==> src/rtl/core/dmx_channel_htp_grand_master_core_defines.svh <==
// Assertion macros shared by the DMX HTP grand master core.
`ifndef DMX_CHANNEL_HTP_GRAND_MASTER_CORE_DEFINES_SVH
`define DMX_CHANNEL_HTP_GRAND_MASTER_CORE_DEFINES_SVH

// Same-cycle implication, checked outside reset.
`define DMXHTP_ASSERT_NOW(lbl, ante, cons, msg) \
    lbl: assert property (@(posedge i_clk) disable iff (!i_rst_n) (ante) |-> (cons)) \
        else $error(msg);

// Next-cycle implication, checked outside reset.
`define DMXHTP_ASSERT_NEXT(lbl, ante, cons, msg) \
    lbl: assert property (@(posedge i_clk) disable iff (!i_rst_n) (ante) |=> (cons)) \
        else $error(msg);

`endif

==> src/rtl/core/dmxhtp_pkg.sv <==
// Types, constants and codes of the DMX HTP grand master core.
package dmxhtp_pkg;

    localparam int UNIVERSE_SIZE = 512;
    localparam int ADDR_W        = (UNIVERSE_SIZE > 1) ? $clog2(UNIVERSE_SIZE) : 1;
    localparam int CH_W          = 9;
    localparam int LVL_W         = 8;
    localparam int OFF_W         = 16;
    localparam int CFG_ADDR_W    = 2;

    localparam logic [LVL_W-1:0] LEVEL_MAX   = 8'd255;
    localparam logic [LVL_W-1:0] STEP_CENTER = 8'd127;

    // round(v*g/255) = (2*v*g + 255) / 510, divide done by reciprocal
    localparam int SCALE_DIV  = 510;
    localparam int SCALE_BIAS = 255;
    localparam int RCP_SHIFT  = 26;
    localparam int RCP_MUL    = (1 << RCP_SHIFT) / SCALE_DIV;
    localparam int PROD_W     = 17;
    localparam int RCP_W      = 18;

    // config register indexes
    localparam logic [CFG_ADDR_W-1:0] CFG_MASTER_LEVEL = 2'd0;
    localparam logic [CFG_ADDR_W-1:0] CFG_LIMIT_MODE   = 2'd1;
    localparam logic [CFG_ADDR_W-1:0] CFG_ALL_CHANNELS = 2'd2;

    typedef enum logic [2:0] {
        ST_CLEAR,
        ST_IDLE,
        ST_MIX,
        ST_MASTER,
        ST_WB
    } t_state;

    // one channel's memory word
    typedef struct packed {
        logic [LVL_W-1:0]        pre;
        logic [LVL_W-1:0]        post;
        logic signed [OFF_W-1:0] offset;
        logic                    int_member;
        logic                    oth_member;
    } t_entry;

    localparam int ENTRY_W = $bits(t_entry);

    // command to the master unit
    typedef struct packed {
        logic [LVL_W-1:0] level;
        logic [LVL_W-1:0] gain;
        logic             limit;
        logic             apply;
    } t_master_cmd;

endpackage

==> src/rtl/core/dmxhtp_master.sv <==
// Grand master unit: limit, scale or pass through a level, three-stage pipeline.
`include "dmx_channel_htp_grand_master_core_defines.svh"

module dmxhtp_master (
    input  logic                     i_clk,
    input  logic                     i_rst_n,
    input  logic                     i_start,
    input  dmxhtp_pkg::t_master_cmd  i_cmd,
    output logic                     o_done,
    output logic [dmxhtp_pkg::LVL_W-1:0] o_result
);

    localparam int LW = dmxhtp_pkg::LVL_W;
    localparam int PW = dmxhtp_pkg::PROD_W;
    localparam int QW = LW + 1;

    // stage 1: product 2*v*g + 255
    logic                r_v1;
    dmxhtp_pkg::t_master_cmd r_cmd1;
    logic [PW-1:0]       r_prod1;
    // stage 2: reciprocal multiply
    logic                r_v2;
    dmxhtp_pkg::t_master_cmd r_cmd2;
    logic [PW-1:0]       r_prod2;
    logic [QW-1:0]       r_q0;
    // stage 3: result
    logic                r_done;
    logic [LW-1:0]       r_result;

    logic [PW-1:0]                          n_prod1;
    logic [PW+dmxhtp_pkg::RCP_W-1:0]        rcp_full;
    logic [PW:0]                            q0_x_div;
    logic [PW:0]                            rem;
    logic [QW-1:0]                          q_fix;
    logic [LW-1:0]                          n_result;

    assign n_prod1 = PW'({i_cmd.level, 1'b0}) * PW'(i_cmd.gain)
                   + PW'(dmxhtp_pkg::SCALE_BIAS);
    assign rcp_full = (PW+dmxhtp_pkg::RCP_W)'(r_prod1)
                    * (PW+dmxhtp_pkg::RCP_W)'(dmxhtp_pkg::RCP_MUL);

    // q0 is the quotient or one short; one compare fixes it
    always_comb begin
        q0_x_div = ((PW+1)'(r_q0) << 9) - ((PW+1)'(r_q0) << 1);
        rem      = (PW+1)'(r_prod2) - q0_x_div;
        q_fix    = (rem >= (PW+1)'(dmxhtp_pkg::SCALE_DIV)) ? (r_q0 + QW'(1)) : r_q0;
        if (r_cmd2.level == '0) begin
            n_result = '0;
        end else if (!r_cmd2.apply) begin
            n_result = r_cmd2.level;
        end else if (r_cmd2.limit) begin
            n_result = (r_cmd2.level > r_cmd2.gain) ? r_cmd2.gain : r_cmd2.level;
        end else begin
            n_result = q_fix[LW-1:0];
        end
    end

    always_ff @(posedge i_clk) begin
        if (!i_rst_n) begin
            r_v1   <= 1'b0;
            r_v2   <= 1'b0;
            r_done <= 1'b0;
        end else begin
            r_v1   <= i_start;
            r_v2   <= r_v1;
            r_done <= r_v2;
        end
    end

    always_ff @(posedge i_clk) begin
        if (i_start) begin
            r_cmd1  <= i_cmd;
            r_prod1 <= n_prod1;
        end
        if (r_v1) begin
            r_cmd2  <= r_cmd1;
            r_prod2 <= r_prod1;
            r_q0    <= rcp_full[dmxhtp_pkg::RCP_SHIFT +: QW];
        end
        if (r_v2) begin
            r_result <= n_result;
        end
    end

    assign o_done   = r_done;
    assign o_result = r_result;

    `DMXHTP_ASSERT_NOW(a_done_latency, o_done, $past(i_start, 3), "master done without start three cycles back")

endmodule
==> config.mk <==
export PLATFORM = sky130hd
export DESIGN_NAME = dmxhtp_master
export DESIGN_NICKNAME = d
export VERILOG_FILES = /design/src/rtl/core/dmxhtp_pkg.sv /design/src/rtl/core/dmxhtp_master.sv
export VERILOG_INCLUDE_DIRS = /design/src /design/src/rtl/core
export SDC_FILE = /design/constraint.sdc
export NUM_CORES = 1
export LEC_CHECK = 0
export BUFFER_PORTS_ARGS = -buffer_cell sky130_fd_sc_hd__buf_2
export CORE_ASPECT_RATIO = 1.25
export CORE_UTILIZATION = 35
export DETAILED_ROUTE_END_ITERATION = 10
export HOLD_SLACK_MARGIN = 0.02
export PLACE_DENSITY = 0.62
export SYNTH_ARGS = -nofsm -noshare
export SYNTH_HDL_FRONTEND = slang
export SYNTH_SLANG_ARGS = --single-unit
==> constraint.sdc <==
create_clock -name i_clk -period 15.3 [get_ports i_clk]
set_clock_uncertainty 0.2 [all_clocks]
set_input_delay 2.295 -clock i_clk [delete_from_list [all_inputs] [get_ports i_clk]]
set_output_delay 2.295 -clock i_clk [all_outputs]
set_load 0.1 [all_outputs]
==> results.cfg <==
[synthesis]
synth.lib_cells_used.distinct = 61
synthMostInstantiatedCell = ha_1
postSynthNetCount = 939
synthCells = 751
syn_area_mm2 = 0.00789
yosysTopAreaCell = edfxtp_1
ys.flop_type = edfxtp_1
postSynthAreaPerCell_um2 = 10.5
yosysWarnings = 0
ys_seq_elements = 88
ys_top_cells_by_area = edfxtp_1 32%, ha_1 20%, fa_1 11%
synth-edff-count = 85
seq_area_frac_synth = 0.331
synth-async-reset-ratio = 0
synth_common_cells = 125 x ha_1, 122 x inv_1, 85 x edfxtp_1
yosysTopAreaCellShare = 0.324

[global_route]
grt_pass1_wl_um = 25600
grtUsageTotal = 0.142
grt-ovfl-total = 0
grt_max_degree = 45
antenna_found_initial = 0
grt_pass1_vias = 5296

[detailed_routing]
first_iter_violations = 298
drt_pass1_iterations = 4
drc = 0
finalWirelength_um = 15300
avgRoutedWirePerCell_um = 14.2
num_vias = 5422
postRouteAntennaNets = 0
vias_per_cell = 5.05

[timing]
relSlewSlack = 0.334
period_share = 0.443
setup_ws_ns = 8.52
period_needed_ns = 6.78
hold_viol = 0
rsz0062_at_grt = no
drv_slew = 0
fmax_mhz = 147
worstMarginPinSlew_ns = 1.00
tns_ns = 0
setup_violations = 0

[worst_setup_path]
timing.critical_path.to_type = register
crit_family = adder cells
crit_slowest_cell = fa_1
cpMostUsedCell = fa_1
critPathBufInv = 3
crit_chain = buf_2 -> and2_1 -> fa_1 -> fa_1 -> inv_1 -> fa_1 -> fa_1 -> inv_1 -> ha_1 -> a21oi_1 -> o21ai_0 -> a211oi_1 -> o311ai_0 -> xor2_1 -> and2_1 -> nand4_1 -> xor2_1
r2r-start = r_q0[0]
critPathMaxStageDelay_ns = 0.55
crit_start = i_cmd[6]
path_class = input pin to register
critPathRequiredTime_ns = 15.18
startpoint_type = input pin
cp_max_fo = 9
critPathArrivalTime_ns = 6.67

[pwr]
ir_worst_vdd_mv = 0.0708
leakage_nw = 3.88
p_total_mw = 1.53
power_density_mw_per_mm2 = 176

[layout]
finalNetCount = 974
fillerInstances = 2162
antenna_cells = 0
area_delta_synth_final_pct = 9.83
layout-drive-gt1-share = 0.0708
instances_no_fill = 1074
finish.utilization = 0.390

[place]
place_congestion = 0.851
place.detailed.hpwl_um = 12700
portBuffers = 29
dp_slack_ns = 8.13
dp.cells = 1058

[worst_hold_path]
hp-start = r_cmd1[2]
hp-class = register to register

[clock_network]
cts_resized = 0
cts_root_buf = clkbuf_16
cts_buffers = 9
worstSkewPairLatency_ns = 0.35
clkSlewWorstSetupHoldPaths_ns = 0.07
postCtsHoldBufs = 0
cts_tree = built
cts_sinks = 88
cts_max_level = 3
max-clock-path-buffers = 2
post_cts_buffers = 0

[floorplanning]
die_h_um = 170
die_w_um = 136
core_mm2 = 0.0222
pin_count = 30
dieArea_mm2 = 0.0231
initial_utilization = 0.355
fp-row-count = 61

[outcome]
status = complete, no violations

[job]
cap_violations = 0
[worst reg2reg max path, stage by stage, from the launching register on]
cell       delay [ns]
edfxtp_1         0.53
fa_1             0.55
inv_1            0.04
ha_1             0.40
a21oi_1          0.19
nor2_1           0.05
a2111oi_0        0.47
nand4b_1         0.19
a211oi_1         0.25
nand4_1          0.28
o41ai_4          0.55
o211ai_1         0.18
o211a_1          0.18
[cells in the final DEF, fill, tap and decap left out, types with 7 or more instances in the layout]
master,netlist,layout
o21ai_0,24,24
and2_1,59,59
a21oi_1,34,34
xor2_1,16,16
nor3_1,9,9
nand4_1,10,10
inv_1,122,122
edfxtp_1,85,85
ha_1,125,125
o211ai_1,7,7
clkbuf_16,0,9
fa_1,42,42
nand2_1,30,30
a211oi_1,7,7
xnor2_1,26,26
nor2_1,24,24
o21a_1,10,10
a21o_1,10,10
buf_2,0,29
nand3_1,17,17
[metal layers]
layer | track usage | wire [um] | vias up | share of wire
met3 | 0.0149 | 265 | 25 | 0.017
met1 | 0.173 | 6760 | 2604 | 0.44
met4 | 0.0531 | 313 | 0 | 0.020
met5 | 0 | 0 | - | 0
met2 | 0.254 | 7950 | 71 | 0.52
li1 | - | - | 2722 | -
[layout make-up]
type                            count  area, um^2  share of cell area
Clock buffer                        9         225              0.0260
Timing Repair Buffer               29         145              0.0168
Tap cell                          283         354              0.0409
Multi-Input combinational cell    536        4800               0.554
Clock inverter                      7        68.8             0.00794
Sequential cell                    88        2610               0.302
Inverter                          122         458              0.0529
[cell families (layout without fill, tap and decap cells)]
group / after synthesis / count (layout) / share of synthesized area
buffers and inverters: 127 / 167 / 0.0604
AOI/OAI and AO/OA: 137 / 137 / 0.121
DFF: 88 / 88 / 0.331
xor gates and xnor gates: 42 / 42 / 0.0466
adders and majority gates: 167 / 167 / 0.305
muxes: 3 / 3 / 0.00381
and+or+nand+nor: 187 / 187 / 0.132
[report_power, final]
| part | switching (mW) | internal, mW | leakage [nW] | total (mW) |
|---|---|---|---|---|
| Sequential | 0.0422 | 0.338 | 0.832 | 0.380 |
| Combinational | 0.537 | 0.396 | 2.90 | 0.934 |
| Clock | 0.100 | 0.115 | 0.146 | 0.215 |
| Total | 0.679 | 0.850 | 3.88 | 1.53 |
[sequential cells by signal (all words and copies together), names as in the netlist]
register	flops
r_v2	1
o_done	1
r_cmd1	18
o_result	8
r_cmd2	18
r_q0	9
r_prod2	16
r_v1	1
r_prod1	16
[metrics by stage]
stage / cell area, um^2 / hold slack, ns
6_report: 8660 / 0.217
3_3_place_gp: 8370 / 0.202
4_1_cts: 8660 / 0.222
5_1_grt: 8660 / 0.225
2_1_floorplan: 7890 / 0.200
3_5_place_dp: 8370 / 0.205
[path summary, 6_finish.rpt]
check	to	slack [ns]	cells past startpoint
max	r_prod1[15]	8.52	17
min	r_cmd2[2]	0.22	0
max reg2reg	o_result[5]	11.00	12
min reg2reg	r_cmd2[2]	0.22	0
(Power assumes the default switching activity.)
