## src/rtl/core/dmx_channel_htp_grand_master_core_defines.svh

```systemverilog
// Assertion macros shared by the DMX HTP grand master core.
`ifndef DMX_CHANNEL_HTP_GRAND_MASTER_CORE_DEFINES_SVH
`define DMX_CHANNEL_HTP_GRAND_MASTER_CORE_DEFINES_SVH

// Same-cycle implication, checked outside reset.
`define DMXHTP_ASSERT_NOW(lbl, ante, cons, msg) \
    lbl: assert property (@(posedge i_clk) disable iff (!i_rst_n) (ante) |-> (cons)) \
        else $error(msg);

// Next-cycle implication, checked outside reset.
`define DMXHTP_ASSERT_NEXT(lbl, ante, cons, msg) \
    lbl: assert property (@(posedge i_clk) disable iff (!i_rst_n) (ante) |=> (cons)) \
        else $error(msg);

`endif

```

## src/rtl/core/dmxhtp_ram.sv

```systemverilog
// Generic single-write, single-read synchronous RAM with registered read data.
module dmxhtp_ram #(
    parameter  int WIDTH = 8,
    parameter  int DEPTH = 16,
    localparam int AW    = (DEPTH > 1) ? $clog2(DEPTH) : 1
) (
    input  logic             i_clk,
    input  logic             i_we,
    input  logic [AW-1:0]    i_waddr,
    input  logic [WIDTH-1:0] i_wdata,
    input  logic [AW-1:0]    i_raddr,
    output logic [WIDTH-1:0] o_rdata
);

    logic [WIDTH-1:0] r_mem [DEPTH];
    logic [WIDTH-1:0] r_rdata;

    always_ff @(posedge i_clk) begin
        if (i_we) begin
            r_mem[i_waddr] <= i_wdata;
        end
        r_rdata <= r_mem[i_raddr];
    end

    assign o_rdata = r_rdata;

endmodule

```

## config.mk

```make
export PLATFORM = sky130hd
export DESIGN_NAME = dmxhtp_ram
export DESIGN_NICKNAME = d
export VERILOG_FILES = /design/src/rtl/core/dmx_channel_htp_grand_master_core_defines.svh /design/src/rtl/core/dmxhtp_ram.sv
export SDC_FILE = /design/constraint.sdc
export NUM_CORES = 1
export LEC_CHECK = 0
export ABC_AREA = 1
export BUFFER_PORTS_ARGS = -buffer_cell sky130_fd_sc_hd__buf_4
export CORE_MARGIN = 2
export CORE_UTILIZATION = 30
export DETAILED_ROUTE_END_ITERATION = 8
export HOLD_SLACK_MARGIN = 0.05
export PLACE_DENSITY = 0.5
export SYNTH_ARGS = -nofsm -noshare
export SYNTH_HDL_FRONTEND = slang
export SYNTH_SLANG_ARGS = --single-unit
```

## constraint.sdc

```tcl
create_clock -name i_clk -period 1.6 [get_ports i_clk]
set_input_delay 0.32 -clock i_clk [delete_from_list [all_inputs] [get_ports i_clk]]
set_output_delay 0.32 -clock i_clk [all_outputs]
set_load 0.01 [all_outputs]
```

==> results of run 1 <==
==> per-layer routing <==
layer / up-vias / track usage [%] / share of wire (%) / routed length (um)
li1: 1855 / - / - / -
met1: 1836 / 18.9 / 46 / 6320
met2: 84 / 24.7 / 49 / 6740
met3: 14 / 2.98 / 3.5 / 484
met4: 0 / 6.36 / 1.8 / 250
met5: - / 0 / 0 / 0
==> final timing paths <==
kind         cells after the start         start  slack, ps          end
max                              1    o_rdata[2]        390   o_rdata[2]
min                              1    i_wdata[1]        240  r_mem[6][1]
max reg2reg                      6   r_mem[5][5]        530   o_rdata[5]
min reg2reg                      6  r_mem[10][0]        670   o_rdata[0]
==> flip-flops by register name (all words and copies together) (netlist names) <==
| register | flops |
|---|---|
| r_mem | 128 |
| o_rdata | 8 |
==> logic make-up after synthesis <==
| logic type | count (synthesis) | synth area share, % |
|---|---|---|
| AND/OR/NAND/NOR | 289 | 21.0 |
| buffers and inverters | 126 | 9.52 |
| flip-flops | 136 | 69.4 |
==> power groups by stage <==
stage	clock (mW)	combinational (mW)	sequential (mW)
2_1_floorplan	0	0.281	4.09
3_3_place_gp	0	0.540	4.08
3_5_place_dp	0	0.545	4.08
4_1_cts	3.95	0.547	4.01
5_1_grt	4.09	0.600	4.02
6_report	3.86	0.537	4.01
==> cell usage after synthesis <==
cell	instances
buf_1	1
buf_2	13
buf_4	4
buf_6	6
dfxtp_1	8
edfxtp_1	128
inv_1	100
inv_2	2
nand2_1	173
nand3_1	97
nand3b_1	2
nor2_1	17
==> cell type report <==
class	instances	area [sq um]	share of cell area [%]
clock buffer	17	425	6.18
timing repair buffer	48	410	5.96
sequential	136	4000	58.1
inverter	102	383	5.56
multi-input combinational	289	1210	17.6
tap	234	293	4.25
clock inverter	15	160	2.32
==> stage by stage <==
stage                     std cells  utilization (%)  setup WS (ps)
after floorplan                 551                -            329
after global placement          809             33.6            193
after detailed placement        809             33.6            198
after CTS                       841             36.7            353
after global routing            841             36.7            354
final                           841             36.7            393
==> flow_summary.yaml, run 1 <==
outcome:
  status: "finished, final reports clean"
sta:
  worst-slew-pin-transition_ps: 290
  min_period_ps: 1210
  relSlewSlack_pct: 80.7
  rsz0062_at_grt: "no"
  finalSetupViolCount: 0
  setup_tns_ps: 0
  hold_viol_final: 0
  finalHoldWorstSlack_ps: 236
  max_freq_ghz: 0.828
  clock_skew_ps: 7.89
  period_share_pct: 75.5
  slew_viol_final: 0
floorplan:
  chipHeight_um: 143
  start_util_pct: 30.7
  die_area_sq_mm: 0.0203
  coreArea_sq_mm: 0.0188
  rows: 50
  die_w_um: 143
  pin_count: 26
cts:
  cts_inserted_buffers: 17
  holdBufCountCts: 0
  clk_pin_slew_ps: 60
  cts_num_sinks: 136
  htree_levels: 4
  cts_resized: 0
  root_buffer: "clkbuf_16"
  cts_buffer_depth: 2
  post_cts.repair.setup_buffers: 0
  cts_tree: "built"
  clock_latency_ps: 420
drt:
  first_pass_iters: 4
  wl_per_cell_um: 16.4
  num_vias: 3789
  drc: 0
  ant_nets: 0
  totalWireLength_mm: 13.8
  viasPerCell: 4.51
  drt-initial-drc-count: 377
logic_synthesis:
  netlist.top_cell.by_area: "edfxtp_1"
  ys_warn_count: 0
  synth_area_per_cell_sq_um: 10.5
  synth_area_leaders: "edfxtp_1 67%, nand2_1 11%, nand3_1 8.4%, inv_1 6.5%, dfxtp_1 2.8%"
  synth_area_sq_mm: 0.00577
  synth.distinct_cells: 12
  synth_top_area_share_pct: 66.7
  synthCells: 551
  ys_ff_latch: 136
  syn-num-nets: 569
  synth_seq_area_share_pct: 69.4
global_routing:
  grt_usage_pct: 14.9
  grt_pass1_wl_mm: 22.1
  grt_pass1_vias: 3944
  overflow: 0
  grt_max_degree: 65
  antenna_found_initial: 0
power_and_ir_drop:
  power_frac_clock_pct: 45.9
  power_density_mw_per_mm2: 1220
  p_sw_mw: 1.83
  p_leak_nw: 2.95
  totalPowerFinal_mw: 8.41
  irDropWorstVdd_mv: 0.698
  p_sw_share_pct: 21.7
  seqPwrFrac_pct: 47.7
  pwr-share-comb_pct: 6.4
  internal-power_mw: 6.58
setup_path:
  cp_top_family: "flip-flops"
  crit_path_max_fanout: 1
  crit_required_ps: 1280
  worstSetupEndpointType: "output port"
  cp-start-kind: "register"
  crit_chain: "buf_4"
  path_buf_inv: 1
  max_stage_delay_ps: 340
  crit_type: "register to output port"
  cp_slowest_cell: "dfxtp_1"
  cp.arrival_ps: 890
finish:
  fillers: 1851
  nets: 612
  postLayoutCellArea_sq_mm: 0.00689
  mostFrequentLayoutCell: "nand2_1"
  diodes: 0
  layout-drive-gt1-share_pct: 13.0
  final_cell_mix: "173 x nand2_1, 128 x edfxtp_1, 100 x inv_1"
  syn_to_final_growth_pct: 19.5
place:
  port_buffers: 25
  dp_hpwl_mm: 8.74
  place_area_sq_mm: 0.00630
  gp_congestion: 0.828
job:
  cap_violations: 0
worst_hold_path:
  hold_class: "primary input to register"
(Power assumes the default switching activity.)
==> run 2, diff against run 1 <==
--- a/config.mk
+++ b/config.mk
@@ -11,7 +11,7 @@
 export CORE_UTILIZATION = 30
 export DETAILED_ROUTE_END_ITERATION = 8
 export HOLD_SLACK_MARGIN = 0.05
-export PLACE_DENSITY = 0.5
+export PLACE_DENSITY = 0.51
 export SYNTH_ARGS = -nofsm -noshare
 export SYNTH_HDL_FRONTEND = slang
 export SYNTH_SLANG_ARGS = --single-unit
==> constraint.sdc (replaced) <==
create_clock -name i_clk -period 1 [get_ports i_clk]
set_input_delay 0.2 -clock i_clk [delete_from_list [all_inputs] [get_ports i_clk]]
set_output_delay 0.2 -clock i_clk [all_outputs]
set_load 0.01 [all_outputs]
==> run 2 against run 1 <==
  * The flow now finishes with violations (negative setup slack)
  * Setup slack lost 480 ps
  * Sequential share of layout area shrank 2.6 points
  * Combinational power grew 86%
  * First-iteration DRC count shrank 22%
  * Critical path depth is the same
  * Routed wire length grew 0.28%
  * Clock skew is essentially flat
  * Largest cell class unchanged
  * Highest routed layer unchanged
==> flow_summary.yaml, run 2 (synthesis gave the netlist of run 1 again) <==
finish:
  final_cell_mix: "166 x nand2_1, 128 x edfxtp_1, 100 x inv_1"
  postLayoutCellArea_sq_mm: 0.00723
  largest_reg_flops: 128
  top_register: "r_mem"
  syn_to_final_growth_pct: 25.3
  layout-drive-gt1-share_pct: 23.6
  mostFrequentLayoutCell: "nand2_1"
  instances_no_fill: 849
  diodes: 0
  fillers: 1855
  nets: 620
  post-route-util_pct: 38.5
power_and_ir_drop:
  totalPowerFinal_mw: 13.4
  p_leak_nw: 3.07
  irDropWorstVdd_mv: 1.26
  power_density_mw_per_mm2: 1850
setup_path:
  worstSetupEndpointType: "output port"
  crit_path_max_fanout: 1
  cp-start-kind: "register"
  crit_required_ps: 800
  cp_slowest_cell: "dfxtp_4"
  reg2reg_depth: 6
  cp_top_family: "flip-flops"
  worst-r2r-setup-slack_ps: 30
  crit_type: "register to output port"
  max_stage_delay_ps: 350
  rr_startpoint: "r_mem[8][6]"
  path_buf_inv: 1
  timing.rr.end: "o_rdata[6]"
  cp.arrival_ps: 880
  crit_chain: "buf_6"
cts:
  cts_tree: "built"
  htree_levels: 4
  holdBufCountCts: 0
  post_cts.repair.setup_buffers: 0
  clk_pin_slew_ps: 60
  root_buffer: "clkbuf_16"
  cts_inserted_buffers: 17
  cts_buffer_depth: 2
  clock_latency_ps: 410
  cts_num_sinks: 136
sta:
  period_share_pct: 108
  layout_setup_ws_ps: -82.8
  finalHoldWorstSlack_ps: 118
  worst-slew-pin-transition_ps: 375
  relSlewSlack_pct: 75.0
  max_freq_ghz: 0.924
  setup_tns_ps: -386
  rsz0062_at_grt: "yes"
  min_period_ps: 1080
  clock_skew_ps: 7.66
  slew_viol_final: 0
  finalSetupViolCount: 8
  hold_viol_final: 0
floorplan:
  die_area_sq_mm: 0.0203
  start_util_pct: 30.7
  pin_count: 26
  die_w_um: 143
  coreArea_sq_mm: 0.0188
  rows: 50
  chipHeight_um: 143
drt:
  drt-initial-drc-count: 295
  viasPerCell: 4.47
  totalWireLength_mm: 13.8
  num_vias: 3799
  ant_nets: 0
  wl_per_cell_um: 16.3
  drc: 0
  first_pass_iters: 4
place:
  port_buffers: 25
  place_area_sq_mm: 0.00643
  pre_cts_slack_ps: -288
  gp_congestion: 0.831
  dp_hpwl_mm: 9.16
  dpl.cell_count: 817
outcome:
  violations: "negative setup slack"
  status: "finished with violations"
global_routing:
  grt_max_degree: 65
  overflow: 0
  grt_pass1_wl_mm: 21.1
  grt_usage_pct: 14.3
  antenna_found_initial: 0
  grt_pass1_vias: 3730
worst_hold_path:
  hold_class: "primary input to register"
  hold_depth: 1
  holdPathEnd: "r_mem[6][1]"
  hold_start: "i_wdata[1]"
job:
  cap_violations: 0
## run 2: cell types whose count changed in the layout (fill, tap and decap cells not counted), sizes merged
cell	previous run	this run
buf	48	56
clkbuf	17	19
clkinv	8	7
bufinv	3	2
## run 2: cell type report
type | instances | area [sq um] | share of cell area, %
clock buffers | 19 | 433 | 5.99
clock inverters | 13 | 131 | 1.82
inverters | 102 | 383 | 5.30
multi-input cells | 289 | 1430 | 19.8
flip-flops and latches | 136 | 4020 | 55.6
well taps | 234 | 293 | 4.05
repair buffers | 56 | 538 | 7.44
## run 2: timing repair
item,CTS,global route
endpoints found under the setup margin,14,16
resized for setup,30,28
pin swaps,1,21
## run 2: metal layers
layer,global-route usage [%],part of all wire (%),vias up
met5,0,0,-
met4,6.31,1.6,0
met3,2.52,3.2,15
met1,19.3,47,1844
met2,22.8,48,66
li1,-,-,1874
## run 2: power breakdown
part / switching [mW] / internal, mW
clock network: 2.30 / 3.64
registers: 0.0479 / 6.38
logic: 0.630 / 0.371
total: 2.98 / 10.4
## run 2: worst max path at each step
stage,startpoint,cells after the start,endpoint
CTS,o_rdata[2],1,o_rdata[2]
detailed placement,i_raddr[0],8,o_rdata[1]
floorplan,i_waddr[0],3,r_mem[0][0]
global placement,i_we,4,r_mem[14][7]
global route,o_rdata[2],1,o_rdata[2]
finish,o_rdata[2],1,o_rdata[2]
